**config.mk**
```make
export PLATFORM = sky130hd
export DESIGN_NAME = multi_width_crc_engine
export DESIGN_NICKNAME = d
export VERILOG_FILES = /design/src/rtl/mwcrc_pkg.sv /design/src/rtl/mwcrc_cfg.sv /design/src/rtl/mwcrc_core.sv /design/src/rtl/multi_width_crc_engine.sv
export SDC_FILE = /design/constraint.sdc
export NUM_CORES = 1
export LEC_CHECK = 0
export BUFFER_PORTS_ARGS = -buffer_cell sky130_fd_sc_hd__clkbuf_2
export CAP_MARGIN = 25
export CORE_MARGIN = 3
export CORE_UTILIZATION = 39
export DETAILED_ROUTE_END_ITERATION = 10
export SYNTH_ARGS = -nofsm -noshare
export SYNTH_HDL_FRONTEND = slang
export SYNTH_HIERARCHICAL = 1
export SYNTH_SLANG_ARGS = --single-unit
```
**constraint.sdc**
```tcl
create_clock -name clk -period 6.3 [get_ports clk]
set_input_delay 1.89 -clock clk [delete_from_list [all_inputs] [get_ports clk]]
set_output_delay 1.89 -clock clk [all_outputs]
set_load 0.05 [all_outputs]
```
**src/rtl/mwcrc_pkg.sv**
```systemverilog
// Shared types, mode codes and CRC step functions for the multi-width CRC engine.
// Used by mwcrc_cfg, mwcrc_core and multi_width_crc_engine; depends on nothing.
package mwcrc_pkg;

  typedef enum logic [2:0] {
    MODE_CRC4     = 3'd0,
    MODE_CRC7     = 3'd1,
    MODE_CRC8_MSB = 3'd2,
    MODE_CRC8_REF = 3'd3,
    MODE_CRC16_LSB = 3'd4,
    MODE_CRC16_MSB = 3'd5
  } mode_t;

  typedef enum logic [1:0] {
    REG_CRC_MODE    = 2'd0,
    REG_GENERATOR   = 2'd1,
    REG_START_VALUE = 2'd2
  } reg_index_t;

  localparam logic [2:0]  RESET_MODE      = MODE_CRC8_MSB;
  localparam logic [15:0] RESET_GENERATOR = 16'h0007;
  localparam logic [15:0] RESET_START     = 16'h0000;

  typedef struct packed {
    logic [2:0]  crc_mode;
    logic [15:0] generator;
    logic [15:0] start_value;
  } cfg_t;

  function automatic mode_t eff_mode(logic [2:0] code);
    mode_t m;
    case (code)
      MODE_CRC4:      m = MODE_CRC4;
      MODE_CRC7:      m = MODE_CRC7;
      MODE_CRC8_REF:  m = MODE_CRC8_REF;
      MODE_CRC16_LSB: m = MODE_CRC16_LSB;
      MODE_CRC16_MSB: m = MODE_CRC16_MSB;
      default:        m = MODE_CRC8_MSB;
    endcase
    return m;
  endfunction

  function automatic logic [7:0] rev8(logic [7:0] v);
    logic [7:0] r;
    for (int i = 0; i < 8; i++) begin
      r[i] = v[7 - i];
    end
    return r;
  endfunction

  function automatic logic [15:0] shaped_init(mode_t m, logic [15:0] start);
    logic [15:0] r;
    case (m)
      MODE_CRC4:      r = {8'h00, start[3:0], 4'h0};
      MODE_CRC7:      r = {8'h00, start[6:0], 1'b0};
      MODE_CRC8_REF:  r = {8'h00, rev8(start[7:0])};
      MODE_CRC16_LSB: r = start;
      MODE_CRC16_MSB: r = start;
      default:        r = {8'h00, start[7:0]};
    endcase
    return r;
  endfunction

  function automatic logic [15:0] crc_absorb(mode_t m, logic [15:0] rem, logic [7:0] b,
                                             logic [15:0] gen);
    logic [15:0] r16;
    logic [7:0]  r8;
    logic [7:0]  p8;
    logic [15:0] res;
    r16 = '0;
    r8  = '0;
    p8  = '0;
    case (m)
      MODE_CRC16_LSB: begin
        r16 = rem ^ {8'h00, b};
        for (int i = 0; i < 8; i++) begin
          r16 = r16[0] ? ((r16 >> 1) ^ gen) : (r16 >> 1);
        end
        res = r16;
      end
      MODE_CRC16_MSB: begin
        r16 = rem ^ {b, 8'h00};
        for (int i = 0; i < 8; i++) begin
          r16 = r16[15] ? ({r16[14:0], 1'b0} ^ gen) : {r16[14:0], 1'b0};
        end
        res = r16;
      end
      MODE_CRC8_REF: begin
        r8 = rem[7:0] ^ b;
        p8 = rev8(gen[7:0]);
        for (int i = 0; i < 8; i++) begin
          r8 = r8[0] ? ((r8 >> 1) ^ p8) : (r8 >> 1);
        end
        res = {8'h00, r8};
      end
      default: begin
        case (m)
          MODE_CRC4: p8 = {gen[3:0], 4'h0};
          MODE_CRC7: p8 = {gen[6:0], 1'b0};
          default:   p8 = gen[7:0];
        endcase
        r8 = rem[7:0] ^ b;
        for (int i = 0; i < 8; i++) begin
          r8 = r8[7] ? ({r8[6:0], 1'b0} ^ p8) : {r8[6:0], 1'b0};
        end
        res = {8'h00, r8};
      end
    endcase
    return res;
  endfunction

  function automatic logic [15:0] final_value(mode_t m, logic [15:0] rem);
    logic [15:0] r;
    case (m)
      MODE_CRC4:      r = {12'h000, rem[7:4]};
      MODE_CRC7:      r = {9'h000, rem[7:1]};
      MODE_CRC16_LSB: r = rem;
      MODE_CRC16_MSB: r = rem;
      default:        r = {8'h00, rem[7:0]};
    endcase
    return r;
  endfunction

endpackage

```
**src/rtl/mwcrc_cfg.sv**
```systemverilog
// Configuration register file: mode, generator polynomial and start value.
// Depends on mwcrc_pkg.
module mwcrc_cfg import mwcrc_pkg::*; (
  input  logic        clk,
  input  logic        rst,
  input  logic        wr_en,
  input  logic [1:0]  wr_index,
  input  logic [15:0] wr_data,
  output cfg_t        cfg
);

  always_ff @(posedge clk) begin
    if (rst) begin
      cfg.crc_mode    <= RESET_MODE;
      cfg.generator   <= RESET_GENERATOR;
      cfg.start_value <= RESET_START;
    end else if (wr_en) begin
      case (reg_index_t'(wr_index))
        REG_CRC_MODE:    cfg.crc_mode    <= wr_data[2:0];
        REG_GENERATOR:   cfg.generator   <= wr_data;
        REG_START_VALUE: cfg.start_value <= wr_data;
        default: ;
      endcase
    end
  end

endmodule

```
**src/rtl/mwcrc_core.sv**
```systemverilog
// Running remainder and message state; absorbs one byte per accepted word.
// Depends on mwcrc_pkg.
module mwcrc_core import mwcrc_pkg::*; (
  input  logic        clk,
  input  logic        rst,
  input  cfg_t        cfg,
  input  logic        step,
  input  logic [7:0]  data_byte,
  input  logic        last_byte,
  output logic [15:0] crc_final
);

  logic [15:0] remainder;
  logic        in_message;
  logic [15:0] remainder_next;
  mode_t       mode;

  assign mode           = eff_mode(cfg.crc_mode);
  assign remainder_next = crc_absorb(mode,
                                     in_message ? remainder : shaped_init(mode, cfg.start_value),
                                     data_byte, cfg.generator);
  assign crc_final      = final_value(mode, remainder_next);

  always_ff @(posedge clk) begin
    if (rst) begin
      remainder  <= '0;
      in_message <= 1'b0;
    end else if (step) begin
      remainder  <= remainder_next;
      in_message <= ~last_byte;
    end
  end

endmodule

```
**src/rtl/multi_width_crc_engine.sv**
```systemverilog
// Top level of the multi-width CRC engine: config registers, CRC core, result register.
// Depends on mwcrc_pkg, mwcrc_cfg and mwcrc_core.
//
//   channel  | direction | handshake                 | payload
//   ---------+-----------+---------------------------+----------------------
//   byte     | in        | byte_valid / byte_stall   | data_byte, last_byte
//   crc      | out       | crc_valid / crc_stall     | crc_value
//   cfg      | in        | cfg_valid / cfg_ready     | cfg_index, cfg_data
//
// One byte per cycle while byte_stall is low; the CRC of a message is valid the cycle
// after its last byte. The eight bit steps of a byte form one XOR network between the
// remainder register and itself; the result register sits after it.
// Reset loads crc8 msb-first mode, generator 0x07, start value 0, and clears
// crc_valid. The byte side stalls only while a result waits under crc_stall.
module multi_width_crc_engine import mwcrc_pkg::*; (
  input  logic        clk,
  input  logic        rst,
  input  logic        byte_valid,
  output logic        byte_stall,
  input  logic [7:0]  data_byte,
  input  logic        last_byte,
  output logic        crc_valid,
  input  logic        crc_stall,
  output logic [15:0] crc_value,
  input  logic        cfg_valid,
  output logic        cfg_ready,
  input  logic [1:0]  cfg_index,
  input  logic [15:0] cfg_data
);

  cfg_t        cfg;
  logic        step;
  logic [15:0] crc_final;

  assign cfg_ready  = 1'b1;
  assign byte_stall = crc_valid & crc_stall;
  assign step       = byte_valid & ~byte_stall;

  mwcrc_cfg u_cfg (
    .clk      (clk),
    .rst      (rst),
    .wr_en    (cfg_valid & cfg_ready),
    .wr_index (cfg_index),
    .wr_data  (cfg_data),
    .cfg      (cfg)
  );

  mwcrc_core u_core (
    .clk       (clk),
    .rst       (rst),
    .cfg       (cfg),
    .step      (step),
    .data_byte (data_byte),
    .last_byte (last_byte),
    .crc_final (crc_final)
  );

  always_ff @(posedge clk) begin
    if (rst) begin
      crc_valid <= 1'b0;
    end else if (step && last_byte) begin
      crc_valid <= 1'b1;
    end else if (!crc_stall) begin
      crc_valid <= 1'b0;
    end
  end

  always_ff @(posedge clk) begin
    if (step && last_byte) begin
      crc_value <= crc_final;
    end
  end

endmodule
```
==> results of run 1 <==
## per-stage QoR
stage | util, % | instances | hold slack (ns)
global placement | 47.61 | 2384 | 0.4550
detailed placement | 47.61 | 2384 | 0.4649
floorplan | - | 1754 | 0.4444
global route | 50.89 | 2413 | 0.5013
CTS | 48.95 | 2400 | 0.4802
finish | 50.89 | 2413 | 0.4810
## cells in the final DEF, fill, tap and decap left out, types with 14 or more instances in the layout
master    instances
nor4_1           15
xor2_1           37
o21ai_1          24
nand2b_1         55
a21oi_1          67
mux2i_1          63
nor2_1          126
and2_1           15
o21a_1           18
edfxtp_1         16
buf_4           299
xnor2_1         200
clkbuf_2         49
inv_1            14
o21ai_0          56
xnor3_1          16
nand3_1          52
nand2_1         276
a211oi_1         25
nor3_1           32
o211ai_1         18
and3_1           17
dfxtp_1          50
## worst max-delay path by stage
stage                       from                               end  slack, ns  cells past startpoint
finish              data_byte[6]  u_core/remainder[2]$_SDFFE_PP0P_       0.11                     18
global route        data_byte[1]            crc_value[5]$_DFFE_PP_      -0.05                     23
CTS                 data_byte[1]            crc_value[6]$_DFFE_PP_      0.005                     21
detailed placement  data_byte[7]            crc_value[3]$_DFFE_PP_      -0.57                     17
global placement    data_byte[7]            crc_value[3]$_DFFE_PP_      -0.47                     17
floorplan           data_byte[1]            crc_value[3]$_DFFE_PP_      0.008                     19
## report_power, final
group          total (mW)  internal (mW)  switching (mW)
Clock               0.554          0.337           0.217
Combinational        3.54           1.74            1.80
Sequential          0.563          0.513          0.0499
## routing by layer
metal / global-route usage, % / vias to the layer above / wire, µm
li1: - / 6770 / -
met1: 36.72 / 6972 / 21220
met3: 3.280 / 82 / 3741
met4: 6.717 / 0 / 1253
met2: 42.66 / 628 / 22150
met5: 0 / - / 0
## flip-flops by register name (all words and copies together), names as in the netlist
name / count
u_cfg/cfg: 35
crc_value: 16
u_core/remainder: 16
crc_valid: 1
u_core/in_message: 1
## logic make-up after synthesis
logic type / count (synthesis)
other: 1
AND/OR/NAND/NOR: 706
AO/OA/AOI/OAI: 460
XOR/XNOR: 275
flip-flops: 69
buffers and inverters: 173
multiplexers: 70
## layout make-up
cell class,count,area share [%]
flip-flops and latches,69,9.501
repair buffers,361,16.59
clock inverters,6,0.4693
inverters,20,0.4616
clock buffers,10,1.539
well taps,435,3.346
multi-input cells,1512,68.10
## critical path, cell delays in order
cell      delay [ns]
clkbuf_2        0.15
or3_1           0.46
buf_4           0.18
nand2_1         0.22
a211oi_1        0.08
o311ai_1        0.55
or2_2           0.31
xnor2_4         0.10
and3_1          0.20
or4_4           0.54
a211o_1         0.35
nand3_1         0.10
xnor3_2         0.47
a22oi_1         0.19
o21ai_1         0.11
a21oi_1         0.24
buf_4           0.17
a211oi_2        0.06
## repair_timing
item                       CTS  global route
buffers inserted             0            13
gates resized for setup     19           111
hold buffers                 0             0
pin swaps                    5            48
setup endpoints to repair   11            32
==> impl_metrics.ini, run 1 <==
[status]
status = finished, final reports clean

[detailed_routing]
viasPerCell = 5.989
via_count = 14450
dr.first_iter.drc_count = 1490
antenna_left = 0
route.detailed.drc = 0
routedWlPerCell_um = 20.04
firstDrtPassIters = 6
drt_wl_total_mm = 48.36

[setup_path]
r2r_slack_ns = 0.46
path_max_fanout = 5
timing_worst_setup_path_type = in2reg
r2r_cells = 20
worstPathRequired_ns = 6.49
r2r-end = u_core/remainder[2]$_SDFFE_PP0P_
rr_startpoint = u_cfg/cfg[33]$_SDFFE_PP1P_
endpoint_kind = register
start_kind = input port
arrival_ns = 6.37

[yosys]
yosys.area_share.xor_xnor_pct = 22.25
synth_fp_nets = 1786
ys_seq_area_share_pct = 12.05
synth_top_family_by_area = compound AO/OA/AOI/OAI gates
synth_top_area_share_pct = 14.04
synthAdderAreaFrac_pct = 0
yosys-top-cells-count = nand2_1, xnor2_1, nor2_1, clkbuf_1, a21oi_1
synth_area_leader_cell = xnor2_1
synth-edff-count = 16
ys_types = 124
syn_area_um2 = 12790
synth_compound_area_share_pct = 27.17
synthMuxAreaShare_pct = 5.566
netlist_top_cells_area = xnor2_1, dfxtp_1, nand2_1, mux2i_1, nor2_1
yosysMostFrequentCell = nand2_1
ys_ff_latch = 69
async_flop_share_pct = 0
synthFlopType = dfxtp_1
synth_cells = 1754
yosys.area_share.simple_pct = 26.65
yosys_warnings = 6
avgSynthCellArea_um2 = 7.292

[placement]
pre_cts_ws_ns = -0.5664
place.gp.congestion = 0.9539
place_area_um2 = 15220
hpwl_mm = 36.66
portBuffers = 49

[finish]
design_area_um2 = 16260
nFillCells = 3066
areaGrowthSynthToFinish_pct = 27.15
layout.area.seq_um2 = 1545
multi_input_area_um2 = 11080
nets = 2005
diodes = 0
drive_above_1_share_pct = 27.35

[global_route]
gr-total-overflow = 0
grt_pass1_vias = 13370
antenna_found_initial = 0
grt_pass1_wl_mm = 74.87
grt_usage_pct = 26.21
grt_max_degree = 74

[timing]
skew_ns = 0.009268
slew_headroom_pct = 32.23
worst_pin_slew_ns = 1.017
setup_slack_ns = 0.1127
max_freq_mhz = 161.6
fin_crit_sh_pct = 98.21
setup_viol = 0
min_period_ns = 6.187
hold_viol = 0
rsz0062_at_grt = true
final_max_slew_viol_count = 0
final.setup.tns_ns = 0

[clock_tree]
clk_latency_ns = 0.35
path_clk_slew_ns = 0.06
cts_buffers = 9
cts_buffer_depth = 2
cts_max_level = 3
cts.sinks = 69
tritoncts = done
cts_root_buffer = clkbuf_16

[power_and_ir_drop]
finalPower_mw = 4.660
p_per_area_nw_per_um2 = 286.5
leakage_nw = 6.365
peakVddDrop_v = 0.0002016

[hold_path]
hold_class = reg2reg
hp-start = u_cfg/cfg[15]$_SDFFE_PP0P_
hold_depth = 2
whs_endpoint = u_cfg/cfg[15]$_SDFFE_PP0P_

[floorplan]
coreArea_um2 = 31960
die_h_um = 187.1
die_area_um2 = 35010
core.rowCount = 65
die_w_um = 187.1
ioPinCount = 51
initial_core_util_pct = 40.02

[job]
maxCapViolations = 0
(Power assumes the default switching activity.)
==> inputs of run 2 (changes only) <==
Settings changed: GPL_TIMING_DRIVEN from default to 0, PLACE_DENSITY from default to 0.58, SYNTH_HIERARCHICAL 1 to default.
==> impl_metrics.ini, run 2 <==
[yosys]
synth_top_area_share_pct = 14.16
synth_area_leader_cell = xnor2_1
yosysMostFrequentCell = nand2_1
synth_cells = 1745
ys_types = 110
avgSynthCellArea_um2 = 6.912
synth_fp_nets = 1777
ys_seq_area_share_pct = 12.78
ys_ff_latch = 69
syn_area_um2 = 12060
synthFlopType = dfxtp_1
yosys_warnings = 0
yosys-top-cells-count = nand2_1, xnor2_1, a21oi_1, nor2_1, clkbuf_1
synth-edff-count = 16
async_flop_share_pct = 0
netlist_top_cells_area = xnor2_1, nand2_1, dfxtp_1, a21oi_1, xnor3_1

[setup_path]
critPathTopFamily = compound AO/OA/AOI/OAI gates
r2r-end = crc_value[6]$_DFFE_PP_
crit_path_top_delay_cell = o211ai_1
rr_startpoint = u_cfg.cfg[32]$_SDFFE_PP0P_
arrival_ns = 6.65
critPathLaunch = data_byte[6]
worstPathRequired_ns = 6.52
r2r_cells = 21
cp_cell_sequence = clkbuf_16, or3_4, a2111oi_4, o21ai_2, buf_4, a311oi_2, buf_4, nor2_4, a211oi_4, mux2i_4, xnor2_4, mux2i_1, or4_1, buf_6, nor2_4, buf_6, a21oi_2, mux2i_1, nand4_1, o211ai_1, a21oi_1
endpoint_kind = register
crit_cells = 21
r2r_slack_ns = 0.15
cp.buffers_inverters = 5
path_max_fanout = 7
start_kind = input port
timing_worst_setup_path_type = in2reg
cp_slowest_stage_delay_ns = 0.57
crit_end = u_core.remainder[2]$_SDFFE_PP0P_

[finish]
mostFrequentLayoutCells = nand2_1, xnor2_1, buf_4
design_area_um2 = 16310
areaGrowthSynthToFinish_pct = 35.25
stdcell_count = 2344
largest_reg_flops = 35
final_common_cell = nand2_1
regMostFlops = u_cfg.cfg
nets = 1980
reg_top3 = u_cfg.cfg (35), crc_value (16), u_core.remainder (16)
drive_above_1_share_pct = 27.39
nFillCells = 2892

[clock_tree]
path_clk_slew_ns = 0.06
cts.sinks = 69
holdBufCountCts = 0
tritoncts = done
clk_latency_ns = 0.36
cts_root_buffer = clkbuf_16
cts_buffer_depth = 2
cts_max_level = 3
cts_buffers = 9

[hold_path]
hold_class = reg2reg
hold_depth = 2

[floorplan]
initial_core_util_pct = 40.16
core.rowCount = 63
die_area_um2 = 33070
die_w_um = 181.9
coreArea_um2 = 30030
die_h_um = 181.9
ioPinCount = 51

[power_and_ir_drop]
p_switching_mw = 2.313
peakVddDrop_v = 0.0001828
p_per_area_nw_per_um2 = 287.2
clock_power_share_pct = 10.8
leakage_nw = 5.720
combinationalPowerShare_pct = 77.9
finalPower_mw = 4.685
seqPwrFrac_pct = 11.3
p_sw_share_pct = 49.37
power.internal_mw = 2.372

[status]
status = complete, but fails checks
violations = setup timing

[global_route]
grt_pass1_wl_mm = 83.19
grt_max_degree = 18
antenna_found_initial = 3
gr-total-overflow = 0
grt_pass1_vias = 13590
grt_usage_pct = 32.08

[placement]
place_area_um2 = 12890
portBuffers = 47
placed_cells = 2185
place.gp.congestion = 0.9717
hpwl_mm = 40.90

[timing]
max_freq_mhz = 155.4
worst_pin_slew_ns = 1.289
hold_ws_ns = 0.4561
min_period_ns = 6.433
setup_slack_ns = -0.1335
skew_ns = 0.01575
fin_crit_sh_pct = 102.1
slew_headroom_pct = 14.06
hold_viol = 0
setup_viol = 15
final_max_slew_viol_count = 0
rsz0062_at_grt = true

[detailed_routing]
viasPerCell = 6.374
dr.first_iter.drc_count = 1806
antenna_left = 0
route.detailed.drc = 0
firstDrtPassIters = 6
drt_wl_total_mm = 56.90
via_count = 14940
routedWlPerCell_um = 24.28

[job]
maxCapViolations = 0
[run 2: cell types whose count changed after synthesis, moves of 19 or more]
cell,before,now
a21oi_1,72,121
mux2i_1,63,25
o21ai_0,62,81
nand2_1,279,331
nand2b_1,55,7
nor2_1,130,109
[run 2: worst min-delay path by stage]
stage | startpoint | to | slack, ns
2_1_floorplan | u_core.remainder[11]$_SDFFE_PP0P_ | u_core.remainder[11]$_SDFFE_PP0P_ | 0.43
3_3_place_gp | u_core.remainder[13]$_SDFFE_PP0P_ | u_core.remainder[13]$_SDFFE_PP0P_ | 0.44
3_5_place_dp | u_core.remainder[11]$_SDFFE_PP0P_ | u_core.remainder[11]$_SDFFE_PP0P_ | 0.45
4_1_cts | u_core.remainder[13]$_SDFFE_PP0P_ | u_core.remainder[13]$_SDFFE_PP0P_ | 0.46
5_1_grt | u_core.remainder[11]$_SDFFE_PP0P_ | u_core.remainder[11]$_SDFFE_PP0P_ | 0.48
6_report | u_core.remainder[6]$_SDFFE_PP0P_ | u_core.remainder[6]$_SDFFE_PP0P_ | 0.46
[run 2: cells by family after synthesis]
group,Yosys count,share of synthesized area [%]
multiplexers,29,2.448
buffers and inverters,179,6.328
AO/OA/AOI/OAI,520,30.20
other,1,0.03109
AND/OR/NAND/NOR,695,26.98
XOR/XNOR,252,21.23
flip-flops,69,12.78
[run 2: worst min-delay path: stages (launching register included)]
cell	delay (ns)
dfxtp_1	0.31
nand2_1	0.05
a21oi_1	0.05
[run 2: metrics by stage]
stage	setup slack [ns]	utilization (%)	TNS, ns
finish	-0.1335	54.32	-0.6957
detailed placement	-1.666	42.93	-39.79
global placement	-2.040	42.86	-41.53
floorplan	-0.01434	-	-0.01434
global route	-0.4356	54.32	-4.791
CTS	-0.01836	49.43	-0.05009
[run 2: area by class of cell]
cell class	count	area, µm²	area share (%)
Antenna cell	1	2.502	0.01534
Buffer	140	688.2	4.218
Clock buffer	10	239.0	1.465
Clock inverter	6	45.04	0.2761
Inverter	28	113.9	0.6980
Multi-Input combinational cell	1500	11630	71.32
Sequential cell	69	1541	9.449
Tap cell	390	488.0	2.991
Timing Repair Buffer	200	1560	9.564
[run 2: what timing repair did]
item | 4_1_cts | 5_1_grt
setup endpoints to repair | 32 | 32
pin swaps | 92 | 120
setup buffers | 82 | 66
gates cloned | 5 | 1
gates resized for setup | 217 | 201
[run 2: layer usage]
metal	global-route usage (%)	part of all wire, %	up-vias
met5	0	0.049	-
met4	9.324	3.1	4
met3	7.372	11	148
met2	47.57	43	857
met1	46.25	43	7197
li1	-	-	6734
[run 2: power groups by stage]
stage	clock, mW	sequential, mW	combinational [mW]
2_1_floorplan	0	0.583	1.77
3_3_place_gp	0	0.537	2.46
3_5_place_dp	0	0.538	2.48
4_1_cts	0.505	0.528	3.11
5_1_grt	0.522	0.533	3.81
6_report	0.505	0.529	3.65
